==> config.mk <==
export PLATFORM = sky130hd
export DESIGN_NAME = causal_fir_convolution_unit
export DESIGN_NICKNAME = d
export VERILOG_FILES = /design/src/design/cfc_pkg.sv /design/src/design/cfc_ram.sv /design/src/design/cfc_mac.sv /design/src/design/cfc_ctrl.sv /design/src/design/causal_fir_convolution_unit.sv
export SDC_FILE = /design/constraint.sdc
export NUM_CORES = 2
export LEC_CHECK = 0
export BUFFER_PORTS_ARGS = -buffer_cell sky130_fd_sc_hd__buf_2
export CAP_MARGIN = 10
export CORE_MARGIN = 8
export CORE_UTILIZATION = 65
export CTS_CLUSTER_DIAMETER = 50
export DETAILED_ROUTE_END_ITERATION = 7
export PLACE_DENSITY = 0.81
export SLEW_MARGIN = 10
export SYNTH_ARGS = -nofsm -noshare
export SYNTH_HDL_FRONTEND = slang
export SYNTH_SLANG_ARGS = --single-unit
==> constraint.sdc <==
create_clock -name clk -period 13.5 [get_ports clk]
set_input_delay 2.7 -clock clk [delete_from_list [all_inputs] [get_ports clk]]
set_output_delay 2.7 -clock clk [all_outputs]
set_load 0.005 [all_outputs]
==> src/design/cfc_pkg.sv <==
// cfc_pkg: shared types and constants for the causal fir convolution unit
// no dependencies; imported by cfc_mac, cfc_ctrl and the top level
package cfc_pkg;

	localparam int SAMPLE_BITS = 16;
	localparam int COEF_FRAC   = 14;
	localparam int IDX_W       = 7;
	localparam int DEF_TAPS    = 128;

	localparam logic MODE_LOAD   = 1'b0;
	localparam logic MODE_SAMPLE = 1'b1;

	typedef enum logic [2:0] {
		ST_CLEAR,
		ST_IDLE,
		ST_RUN,
		ST_DRAIN,
		ST_DONE
	} cfc_state_t;

	typedef struct packed {
		logic acc_clear;
		logic issue;
	} cfc_ctl_t;

endpackage

==> src/design/cfc_ram.sv <==
// cfc_ram: single write port, single read port memory with registered read data
// no package dependencies
module cfc_ram #(
	parameter int DEPTH = 128,
	parameter int AW    = 7,
	parameter int W     = 16
) (
	input  logic          clk,
	input  logic          we,
	input  logic [AW-1:0] waddr,
	input  logic [W-1:0]  wdata,
	input  logic [AW-1:0] raddr,
	output logic [W-1:0]  rdata
);

	logic [W-1:0] mem_q [DEPTH];
	logic [W-1:0] rdata_q;

	always_ff @(posedge clk) begin
		if (we) begin
			mem_q[waddr] <= wdata;
		end
		rdata_q <= mem_q[raddr];
	end

	assign rdata = rdata_q;

endmodule

==> src/design/cfc_mac.sv <==
// cfc_mac: shared multiply-accumulate unit with rounding and saturation
// depends on cfc_pkg for sample widths and the control struct
module cfc_mac #(
	parameter int ACC_W = 40
) (
	input  logic                             clk,
	input  logic                             arst_n,
	input  cfc_pkg::cfc_ctl_t                ctl,
	input  logic [cfc_pkg::SAMPLE_BITS-1:0]  sample,
	input  logic [cfc_pkg::SAMPLE_BITS-1:0]  coef,
	output logic                             busy,
	output logic [cfc_pkg::SAMPLE_BITS-1:0]  result,
	output logic                             sat
);
	import cfc_pkg::*;

	localparam int PW = 2 * SAMPLE_BITS;
	localparam logic signed [ACC_W:0] HALF = (ACC_W+1)'(2 ** (COEF_FRAC - 1));
	localparam logic signed [ACC_W:0] MAXV = (ACC_W+1)'(2 ** (SAMPLE_BITS - 1) - 1);
	localparam logic signed [ACC_W:0] MINV = -(ACC_W+1)'(2 ** (SAMPLE_BITS - 1));

	logic                    v_s1;
	logic                    v_s2;
	logic signed [PW-1:0]    prod_s2;
	logic signed [ACC_W-1:0] acc_q;
	logic signed [ACC_W:0]   rnd;
	logic signed [ACC_W:0]   shifted;

	always_ff @(posedge clk or negedge arst_n) begin
		if (!arst_n) begin
			v_s1 <= 1'b0;
			v_s2 <= 1'b0;
		end else begin
			v_s1 <= ctl.issue;
			v_s2 <= v_s1;
		end
	end

	always_ff @(posedge clk) begin
		if (v_s1) begin
			prod_s2 <= $signed(sample) * $signed(coef);
		end
		if (ctl.acc_clear) begin
			acc_q <= '0;
		end else if (v_s2) begin
			acc_q <= acc_q + ACC_W'(prod_s2);
		end
	end

	// round half up, then floor shift
	always_comb begin
		rnd     = (ACC_W+1)'(acc_q) + HALF;
		shifted = rnd >>> COEF_FRAC;
		sat     = 1'b0;
		result  = shifted[SAMPLE_BITS-1:0];
		if (shifted > MAXV) begin
			sat    = 1'b1;
			result = MAXV[SAMPLE_BITS-1:0];
		end else if (shifted < MINV) begin
			sat    = 1'b1;
			result = MINV[SAMPLE_BITS-1:0];
		end
	end

	assign busy = v_s1 | v_s2;

	a_clear_when_empty: assert property (@(posedge clk) disable iff (!arst_n)
		ctl.acc_clear |-> !busy)
		else $error("accumulator cleared while products in flight");

	a_no_issue_on_clear: assert property (@(posedge clk) disable iff (!arst_n)
		ctl.acc_clear |=> !v_s1)
		else $error("tap issued together with accumulator clear");

endmodule

==> src/design/cfc_ctrl.sv <==
// cfc_ctrl: sequencer for coefficient clearing, loads and the tap loop
// depends on cfc_pkg for states, modes and the control struct
module cfc_ctrl #(
	parameter int TAPS = 128,
	parameter int AW   = 7,
	parameter int CW   = 8
) (
	input  logic                        clk,
	input  logic                        arst_n,
	input  logic                        in_valid,
	output logic                        in_ready,
	input  logic                        mode,
	input  logic [cfc_pkg::IDX_W-1:0]   coef_index,
	input  logic                        block_start,
	output logic                        dl_we,
	output logic [AW-1:0]               dl_waddr,
	output logic [AW-1:0]               dl_raddr,
	output logic                        cf_we,
	output logic                        cf_clear,
	output logic [AW-1:0]               cf_waddr,
	output logic [AW-1:0]               cf_raddr,
	output cfc_pkg::cfc_ctl_t           ctl,
	input  logic                        mac_busy,
	input  logic                        out_free,
	output logic                        res_load
);
	import cfc_pkg::*;

	cfc_state_t    state_q, state_d;
	logic [AW-1:0] wp_q;
	logic [AW-1:0] tap_q;
	logic [AW-1:0] pos_q;
	logic [AW-1:0] clr_q;
	logic [CW-1:0] fill_q;
	logic [CW-1:0] rem_q;
	logic [CW-1:0] fill_next;
	logic [AW-1:0] wp_inc;
	logic [AW-1:0] pos_dec;
	logic          idx_ok;

	assign idx_ok    = 32'(coef_index) < TAPS;
	assign fill_next = block_start ? CW'(1) :
		((fill_q < CW'(TAPS)) ? fill_q + CW'(1) : fill_q);
	assign wp_inc    = (wp_q == AW'(TAPS - 1)) ? '0 : wp_q + AW'(1);
	assign pos_dec   = (pos_q == '0) ? AW'(TAPS - 1) : pos_q - AW'(1);
	assign dl_waddr  = wp_q;
	assign dl_raddr  = pos_q;
	assign cf_raddr  = tap_q;

	always_ff @(posedge clk or negedge arst_n) begin
		if (!arst_n) begin
			state_q <= ST_CLEAR;
			wp_q    <= '0;
			tap_q   <= '0;
			pos_q   <= '0;
			clr_q   <= '0;
			fill_q  <= '0;
			rem_q   <= '0;
		end else begin
			state_q <= state_d;
			if (state_q == ST_CLEAR) begin
				clr_q <= clr_q + AW'(1);
			end
			if (dl_we) begin
				fill_q <= fill_next;
				rem_q  <= fill_next;
				tap_q  <= '0;
				pos_q  <= wp_q;
				wp_q   <= wp_inc;
			end else if (ctl.issue) begin
				rem_q <= rem_q - CW'(1);
				tap_q <= tap_q + AW'(1);
				pos_q <= pos_dec;
			end
		end
	end

	always_comb begin
		state_d   = state_q;
		in_ready  = 1'b0;
		dl_we     = 1'b0;
		cf_we     = 1'b0;
		cf_clear  = 1'b0;
		cf_waddr  = AW'(coef_index);
		ctl       = '0;
		res_load  = 1'b0;
		case (state_q)
			ST_CLEAR: begin
				// zero the coefficient store one entry a cycle
				cf_we    = 1'b1;
				cf_clear = 1'b1;
				cf_waddr = clr_q;
				if (clr_q == AW'(TAPS - 1)) begin
					state_d = ST_IDLE;
				end
			end
			ST_IDLE: begin
				in_ready = 1'b1;
				if (in_valid) begin
					if (mode == MODE_LOAD) begin
						cf_we = idx_ok;
					end else begin
						dl_we         = 1'b1;
						ctl.acc_clear = 1'b1;
						state_d       = ST_RUN;
					end
				end
			end
			ST_RUN: begin
				ctl.issue = 1'b1;
				if (rem_q == CW'(1)) begin
					state_d = ST_DRAIN;
				end
			end
			ST_DRAIN: begin
				if (!mac_busy) begin
					state_d = ST_DONE;
				end
			end
			ST_DONE: begin
				if (out_free) begin
					res_load = 1'b1;
					state_d  = ST_IDLE;
				end
			end
			default: begin
				state_d = ST_IDLE;
			end
		endcase
	end

	a_sample_starts_run: assert property (@(posedge clk) disable iff (!arst_n)
		(in_valid && in_ready && mode == MODE_SAMPLE) |=> state_q == ST_RUN)
		else $error("sample transaction did not start the tap loop");

	a_issue_has_taps: assert property (@(posedge clk) disable iff (!arst_n)
		ctl.issue |-> rem_q != '0)
		else $error("tap issued with no taps left");

	a_fill_bounded: assert property (@(posedge clk) disable iff (!arst_n)
		fill_q <= CW'(TAPS))
		else $error("fill count beyond tap count");

	a_load_needs_slot: assert property (@(posedge clk) disable iff (!arst_n)
		res_load |-> out_free)
		else $error("result loaded over a pending transaction");

endmodule

==> src/design/causal_fir_convolution_unit.sv <==
// causal_fir_convolution_unit: top level of the causal direct-form fir filter
// depends on cfc_pkg, cfc_ram, cfc_mac and cfc_ctrl
//
// channel | handshake           | payload
// --------+---------------------+----------------------------------------------
// in      | in_valid, in_ready  | mode, coef_index, value, block_start
// out     | out_valid, out_ready| filtered_sample, saturated
//
// a sample transaction steps through n taps, n being the taps in use (fill count,
// up to TAPS), on the single shared multiplier, one tap per cycle through both
// memories. after reset the coefficient store is zeroed with in_ready low.
// the output register lets a new transaction enter while a result waits.
module causal_fir_convolution_unit #(
	parameter int TAPS = cfc_pkg::DEF_TAPS
) (
	input  logic                            clk,
	input  logic                            arst_n,
	input  logic                            in_valid,
	output logic                            in_ready,
	input  logic                            mode,
	input  logic [cfc_pkg::IDX_W-1:0]       coef_index,
	input  logic [cfc_pkg::SAMPLE_BITS-1:0] value,
	input  logic                            block_start,
	output logic                            out_valid,
	input  logic                            out_ready,
	output logic [cfc_pkg::SAMPLE_BITS-1:0] filtered_sample,
	output logic                            saturated
);
	import cfc_pkg::*;

	localparam int AW    = (TAPS > 1) ? $clog2(TAPS) : 1;
	localparam int CW    = $clog2(TAPS + 1);
	localparam int ACC_W = 2 * SAMPLE_BITS + CW;

	cfc_ctl_t                 ctl;
	logic                     dl_we;
	logic [AW-1:0]            dl_waddr;
	logic [AW-1:0]            dl_raddr;
	logic                     cf_we;
	logic                     cf_clear;
	logic [AW-1:0]            cf_waddr;
	logic [AW-1:0]            cf_raddr;
	logic [SAMPLE_BITS-1:0]   cf_wdata;
	logic [SAMPLE_BITS-1:0]   dl_rdata;
	logic [SAMPLE_BITS-1:0]   cf_rdata;
	logic                     mac_busy;
	logic [SAMPLE_BITS-1:0]   mac_result;
	logic                     mac_sat;
	logic                     res_load;
	logic                     out_free;
	logic                     out_valid_q;
	logic [SAMPLE_BITS-1:0]   result_q;
	logic                     sat_q;

	assign cf_wdata = cf_clear ? '0 : value;
	assign out_free = !out_valid_q || out_ready;

	cfc_ctrl #(
		.TAPS (TAPS),
		.AW   (AW),
		.CW   (CW)
	) u_ctrl (
		.clk         (clk),
		.arst_n      (arst_n),
		.in_valid    (in_valid),
		.in_ready    (in_ready),
		.mode        (mode),
		.coef_index  (coef_index),
		.block_start (block_start),
		.dl_we       (dl_we),
		.dl_waddr    (dl_waddr),
		.dl_raddr    (dl_raddr),
		.cf_we       (cf_we),
		.cf_clear    (cf_clear),
		.cf_waddr    (cf_waddr),
		.cf_raddr    (cf_raddr),
		.ctl         (ctl),
		.mac_busy    (mac_busy),
		.out_free    (out_free),
		.res_load    (res_load)
	);

	cfc_ram #(
		.DEPTH (TAPS),
		.AW    (AW),
		.W     (SAMPLE_BITS)
	) u_delay_ram (
		.clk   (clk),
		.we    (dl_we),
		.waddr (dl_waddr),
		.wdata (value),
		.raddr (dl_raddr),
		.rdata (dl_rdata)
	);

	cfc_ram #(
		.DEPTH (TAPS),
		.AW    (AW),
		.W     (SAMPLE_BITS)
	) u_coef_ram (
		.clk   (clk),
		.we    (cf_we),
		.waddr (cf_waddr),
		.wdata (cf_wdata),
		.raddr (cf_raddr),
		.rdata (cf_rdata)
	);

	cfc_mac #(
		.ACC_W (ACC_W)
	) u_mac (
		.clk    (clk),
		.arst_n (arst_n),
		.ctl    (ctl),
		.sample (dl_rdata),
		.coef   (cf_rdata),
		.busy   (mac_busy),
		.result (mac_result),
		.sat    (mac_sat)
	);

	always_ff @(posedge clk or negedge arst_n) begin
		if (!arst_n) begin
			out_valid_q <= 1'b0;
		end else if (res_load) begin
			out_valid_q <= 1'b1;
		end else if (out_ready) begin
			out_valid_q <= 1'b0;
		end
	end

	always_ff @(posedge clk) begin
		if (res_load) begin
			result_q <= mac_result;
			sat_q    <= mac_sat;
		end
	end

	assign out_valid       = out_valid_q;
	assign filtered_sample = result_q;
	assign saturated       = sat_q;

endmodule
== After elaboration in Yosys (flattened, before gate mapping) ==
Memories as Yosys holds them, arrays and structs flattened. A register that Yosys moved wholly into a read port is not among the register bits.
Index checks and enable logic that the tools add are counted.
W data, S select, Z words.

* Flip-flop bits (word level): 139
* Memory bits (writable): 4096
* Output and inout port bits: 19
* Word-level logic and storage cells: 87
* Memories kept: 2

{| class="wikitable"
|+ Memory list
! memory !! depth !! width !! rd ports !! clocked after memory_dff !! write ports !! line !! source
|-
| u_coef_ram.mem_q || 128 || 16 || 1 || 1 || 1 || cfc_ram.sv:16 || <nowiki>logic [W-1:0] mem_q [DEPTH];</nowiki>
|-
| u_delay_ram.mem_q || 128 || 16 || 1 || 1 || 1 || cfc_ram.sv:16 ||
|}

* Add/subtract/negate cells: 8
* Multipliers: 1
* Magnitude comparators: 3
* Equal/unequal tests: 13
* Multiplexer cells: 38
* Bitwise logic cells: 1
* Reduce and logical (&&, ||, !) cells: 7

{| class="wikitable"
|+ Operator list
! kind !! number
|-
| $mux W7 || 7
|-
| $add A40 B15 Y41 const B || 1
|-
| $add A40 B32 Y40 || 1
|-
| $mul A16 B16 Y32 || 1
|-
| $mux W16 || 2
|-
| $mux W8 || 4
|-
| $gt A27 B16 Y1 const B || 1
|-
| $lt A27 B16 Y1 const B || 1
|-
| $add A7 B1 Y7 const B || 3
|-
| $mux W3 || 6
|-
| $mux W1 || 17
|-
| $pmux W3 S5 || 1
|-
| $eq A7 B7 Y1 const B || 2
|-
| $ne A2 B2 Y1 const B || 5
|-
| $add A8 B1 Y8 const B || 1
|-
| $eq A8 B1 Y1 const B || 1
|-
| $lt A8 B8 Y1 const B || 1
|-
| $sub A8 B1 Y8 const B || 1
|-
| $logic_not A7 Y1 || 1
|-
| $sub A7 B1 Y7 const B || 1
|-
| $eq A3 B2 Y1 const B || 2
|-
| $reduce_and A6 Y1 || 1
|-
| $reduce_bool A2 Y1 || 2
|-
| $eq A3 B1 Y1 const B || 1
|-
| 7 further kinds || 7
|}

== Depth between registers and ports, before layout ==
* Depth after elaboration: 5
* Depth in mapped cells: 23
* Depth with buffers taken out: 22

== Cells and area by module ==
A second synthesis with hierarchy kept.

* Cell total of the unflattened synthesis: 8211
* Area, all modules: 175731.0 sq um

{| class="wikitable"
|+ Modules (own cells, without submodules)
! module !! times used !! cells each !! area each (sq um) !! sequential area each (sq um)
|-
| cfc_ram || 2 || 3086 || 78522.8 || 61819.3
|-
| cfc_mac || 1 || 1704 || 15233.4 || 1811.7
|-
| cfc_ctrl || 1 || 298 || 2760.1 || 1176.1
|-
| causal_fir_convolution_unit || 1 || 37 || 691.9 || 535.5
|}

== Worst setup path after synthesis ==
Ideal clock, no wire load.

* Path kind: in2reg
* Start point: in value[0] in the netlist's numbering
* End point: mem u_coef_ram.mem_q[0][0], data pin
* Arrival time: 5813 ps
* Path slack: 6862 ps
* Cell stages on the path: 1
* Buffers on the path: 0
* Cells stage by stage: nor2b_1

* Cells in the longest elaborated chain, start to end: 1

{| class="wikitable"
|+ Ends and longest elaborated chain
! what !! line !! source
|-
| start, declared || causal_fir_convolution_unit.sv:22 || <nowiki>input logic [cfc_pkg::SAMPLE_BITS-1:0] value,</nowiki>
|-
| $mux W16 || causal_fir_convolution_unit.sv:55 || <nowiki>assign cf_wdata = cf_clear ? '0 : value;</nowiki>
|-
| end, declared || cfc_ram.sv:16 ||
|}

Every way passes these cells.

== Worst setup path after layout ==
* Start point: reg u_delay_ram.rdata_q[15] (netlist: u_delay_ram.rdata[15]), read port of u_delay_ram.mem_q
* End point: reg u_mac.prod_s2[30], data pin

* Cells in the longest elaborated chain, start to end: 1

{| class="wikitable"
|+ Ends and longest elaborated chain
! what !! line !! source
|-
| start, declared || cfc_ram.sv:17 || <nowiki>logic [W-1:0] rdata_q;</nowiki>
|-
| $mul A16 B16 Y32 || cfc_mac.sv:41 || <nowiki>prod_s2 <= $signed(sample) * $signed(coef);</nowiki>
|-
| end signal, assigned || cfc_mac.sv:41 ||
|-
| end, declared || cfc_mac.sv:24 || <nowiki>logic signed [PW-1:0] prod_s2;</nowiki>
|}

Every way passes these cells.
A chain may end at the register's enable or synchronous reset.

==> flow_summary_export.csv <==
group,metric,value,unit
sta,hold_viol,0,
grt,grt_pass1_wl,687300,um
hold_path,hp-class,"flip-flop to flip-flop",
drt,vias,91987,
floorplanning,rows,190,
sta,tightest_slew,1.503,ns
synth,synth_top_family_by_area,"multiplexers",
setup_path,arrival,7.49,ns
sta,max_slew_margin,-1.077,%
synth,syn-cell-area,175300,um2
grt,grt_use_total,33.63,%
flow_run,maxCapViolCount,1,
setup_path,cp_common_cell,"fa_1",
setup_path,regToRegSetupSlack,6.70,ns
synth,synth_cell_types,73,
placed_design,gp_congestion,0.8954,
setup_path,path_class,"flip-flop to flip-flop",
grt,grt_pass1_vias,93052,
synth,synth_mux_area_share,17.31,%
sta,layout_min_cycle_time,6.803,ns
setup_path,worstPathMaxFanout,16,
placed_design,portBuffers,47,
clock_tree,clockBufferDepth,4,
hold_path,whs_endpoint,"u_mac.acc_q[4]",
setup_path,rr_startpoint,"u_delay_ram.rdata[15]",
sta,slew_violations,2,
setup_path,worstPathRequired,14.19,ns
setup_path,critPathMaxStageDelay,0.89,ns
drt,routed_wl,484700,um
drt,dr.pass1.iters,8,
clock_tree,cts-buffers-inserted,425,
synth,synth-seq-cells,4267,
synth,synth-xor-area-share,0.4846,%
sta,worst_slack,6.697,ns
drt,drc,3,
synth,ys_seq_area_share,72.53,%
setup_path,path_cells,"nand2_1 -> inv_1 -> fa_1 -> fa_1 -> fa_1 -> fa_1 -> fa_1 -> inv_1 -> fa_1 -> inv_1 -> ha_1 -> and3_1 -> nand4_1 -> nor2_1 -> nand2_1 -> a211oi_1 -> or4_1 -> a31o_2 -> a21oi_1 -> xnor2_1",
setup_path,cp-end-kind,"flip-flop",
run_status,violations,"design-rule violations, max-capacitance violations, max-slew violations",
grt,grt_start_max_net_pins,132,
placed_design,preCtsSetupSlack,6.739,ns
run_status,status,"finished with violations",
synth,synth_cells,8290,
synth,yosysWarnings,0,
clock_tree,postCtsSetupBuffers,0,
floorplanning,io_pins,48,
sta,tns,0,ns
floorplanning,die_area,286600,um2
drt,routed_via_density,7.256,
synth,async_flop_share,1.172,%
sta,period_share,50.40,%
clock_tree,cts_resized,0,
drt,drt-wirelength-per-cell,38.23,um
hold_path,hold_depth,2,
floorplanning,start_util,65.38,%
sta,fin_skew,0.06100,ns
synth,synth_compound_area_share,1.461,%
clock_tree,cts_tree,"done",
synth,yosys.area_share.adder,3.931,%
floorplanning,die_w,535.4,um
clock_tree,clkTransAtPathRegs,0.07,ns
setup_path,cp_slowest_cell,"fa_1",
finish,fillCellCount,13817,
sta,rsz0062_at_grt,"no",
floorplanning,core,268200,um2
clock_tree,clock-sinks,4267,
finish,syn2layout_area_growth,11.60,%
synth,synth_edf_count,4145,
sta,timing.fmax,147.0,MHz
clock_tree,insertion_delay,1.00,ns
finish,nets,9163,
setup_path,r2r_cells,20,
clock_tree,cts_hold_buffers,0,
synth,synthFlopType,"edfxtp_1",
setup_path,r2r_end,"u_mac.prod_s2[30]",
setup_path,critPathLaunchType,"flip-flop",
finish,layout-drive-gt1-share,26.76,%
synth,syn_avg_cell_area,21.15,um2
floorplanning,dieHeight,535.4,um
sta,finalSetupViolCount,0,
clock_tree,cts_root_buffer,"clkbuf_16",
clock_tree,htree_num_levels,5,
drt,drt-initial-drc-count,14759,
synth,synthSimpleGateAreaFrac,2.606,%
drt,antenna_left,0,
placed_design,hpwl,258400,um
grt,antenna_found_initial,46,
synth,syn_nets,8712,
grt,grt_overflow,0,
hold_path,hp-start,"u_mac.acc_q[4]",
==> worst max-delay path, delay by kind of cell (launching register included) <==
kind / cells / cell delay (ns)
buffers and inverters: 3 / 0.26
XOR/XNOR: 1 / 0.09
adder cells (fa/ha/maj): 7 / 3.79
AND/OR/NAND/NOR: 6 / 1.16
flip-flops: 1 / 0.71
AO/OA/AOI/OAI: 3 / 0.52
==> routing by layer <==
metal | share of wire, % | track usage (%) | vias to the layer above
met3 | 12 | 7.651 | 1539
met4 | 6.3 | 17.24 | 28
met1 | 33 | 43.39 | 47864
met2 | 49 | 54.55 | 7842
li1 | - | - | 34714
met5 | 0.067 | 0 | -
==> state kept, by name (all words and copies together) (netlist names), 3 cells and up <==
| name | cells |
|---|---|
| u_ctrl.rem_q | 8 |
| u_coef_ram.mem_q | 2048 |
| u_coef_ram.rdata | 16 |
| u_mac.prod_s2 | 32 |
| u_ctrl.dl_raddr | 7 |
| u_delay_ram.mem_q | 2048 |
| filtered_sample | 16 |
| u_ctrl.cf_raddr | 7 |
| u_ctrl.clr_q | 7 |
| u_ctrl.fill_q | 8 |
| u_mac.acc_q | 40 |
| u_ctrl.dl_waddr | 7 |
| u_delay_ram.rdata | 16 |
| u_ctrl.state_q | 3 |
==> worst max path at each step <==
stage,slack [ns],start,end
2_1_floorplan,6.86,value[0],u_coef_ram.mem_q[0][0]
3_3_place_gp,6.86,u_delay_ram.rdata[7],u_mac.prod_s2[30]
3_5_place_dp,6.74,u_delay_ram.rdata[15],u_mac.prod_s2[30]
4_1_cts,6.73,u_delay_ram.rdata[15],u_mac.prod_s2[30]
5_1_grt,6.39,u_delay_ram.rdata[15],u_mac.prod_s2[30]
6_report,6.70,u_delay_ram.rdata[15],u_mac.prod_s2[30]
==> synth_stat cells (all sizes together), types with 4 or more instances <==
cell	n	share of area (%)
o31ai	17	0.073
and4	5	0.025
nor2b	38	0.14
mux2	34	0.22
xnor2	58	0.29
nand2b	22	0.078
mux4	1297	17
dfxtp	72	0.82
inv	313	0.67
nor3	32	0.094
nand3b	4	0.017
a21o	36	0.15
o21a	9	0.039
a2111oi	6	0.030
xor2	39	0.19
nor2	378	0.81
or3	18	0.064
clkbuf	237	0.51
o221ai	17	0.085
and2	126	0.45
dfrtp	50	0.71
edfxtp	4145	71
nand4	18	0.064
a31oi	13	0.046
a21oi	107	0.31
ha	130	0.93
a311oi	4	0.020
fa	263	3.0
o31a	4	0.020
a211o	6	0.030
o22ai	16	0.057
o21bai	9	0.039
and3	18	0.064
a211oi	14	0.060
o211ai	9	0.039
or2	6	0.021
nand3	56	0.16
buf	173	0.50
o21ai	104	0.30
nand2	268	0.57
a31o	5	0.025
mux2i	76	0.43
==> per-stage QoR <==
| step | cells | hold slack (ns) | utilization, % | instance area (um2) |
|---|---|---|---|---|
| after floorplan | 8290 | 0.4453 | - | 175300 |
| after detailed placement | 11864 | 0.4839 | 67.70 | 181500 |
| final | 12677 | 0.5207 | 72.97 | 195700 |
| after global placement | 11864 | 0.4555 | 67.70 | 181500 |
| after global routing | 12654 | 0.5191 | 72.94 | 195600 |
| after CTS | 12644 | 0.4918 | 72.92 | 195500 |
==> cell usage in the layout (no fill, tap or decap), types with 17 or more instances in the layout <==
master     count
mux2i_1       76
clkbuf_16    430
mux4_2      1297
mux2_2        34
and3_1        18
a21o_1        36
nand2b_1      22
diode_2       31
buf_2         31
xor2_1        39
inv_1        313
edfxtp_1    4145
fa_1         263
nand3_1       55
nand2_1      268
nor2b_1       21
nor2_1       377
dfxtp_1       72
a21oi_1      107
ha_1         130
buf_4        393
o221ai_1      17
bufinv_16     40
nor3_1        22
nand4_1       18
and2_1       125
clkbuf_1      72
clkinv_1     100
o21ai_0      100
xnor2_1       58
dfrtp_1       38
clkinv_2      64
or3_1         18
==> logic make-up (layout without fill, tap and decap cells) <==
group	after synthesis	in the layout
mux	1407	1407
buf+inv	724	1528
flops	4267	4267
compound gates	402	402
other cells	0	31
fa+ha+maj	393	393
xor+xnor	97	97
simple gates	1000	1000
==> layout make-up <==
| cell class | count | area (um2) | area share (%) |
|---|---|---|---|
| diodes | 31 | 77.57 | 0.03965 |
| repair buffers | 434 | 3313 | 1.693 |
| well taps | 3552 | 4444 | 2.271 |
| multi-input cells | 3299 | 45450 | 23.23 |
| clock buffers | 507 | 11100 | 5.673 |
| clock inverters | 273 | 2902 | 1.483 |
| flip-flops and latches | 4267 | 127200 | 65.01 |
| inverters | 314 | 1181 | 0.6037 |
Power is left out: the tool's default activity adds up to more than one toggle a clock period on the data nets, which glitch-free logic cannot reach.
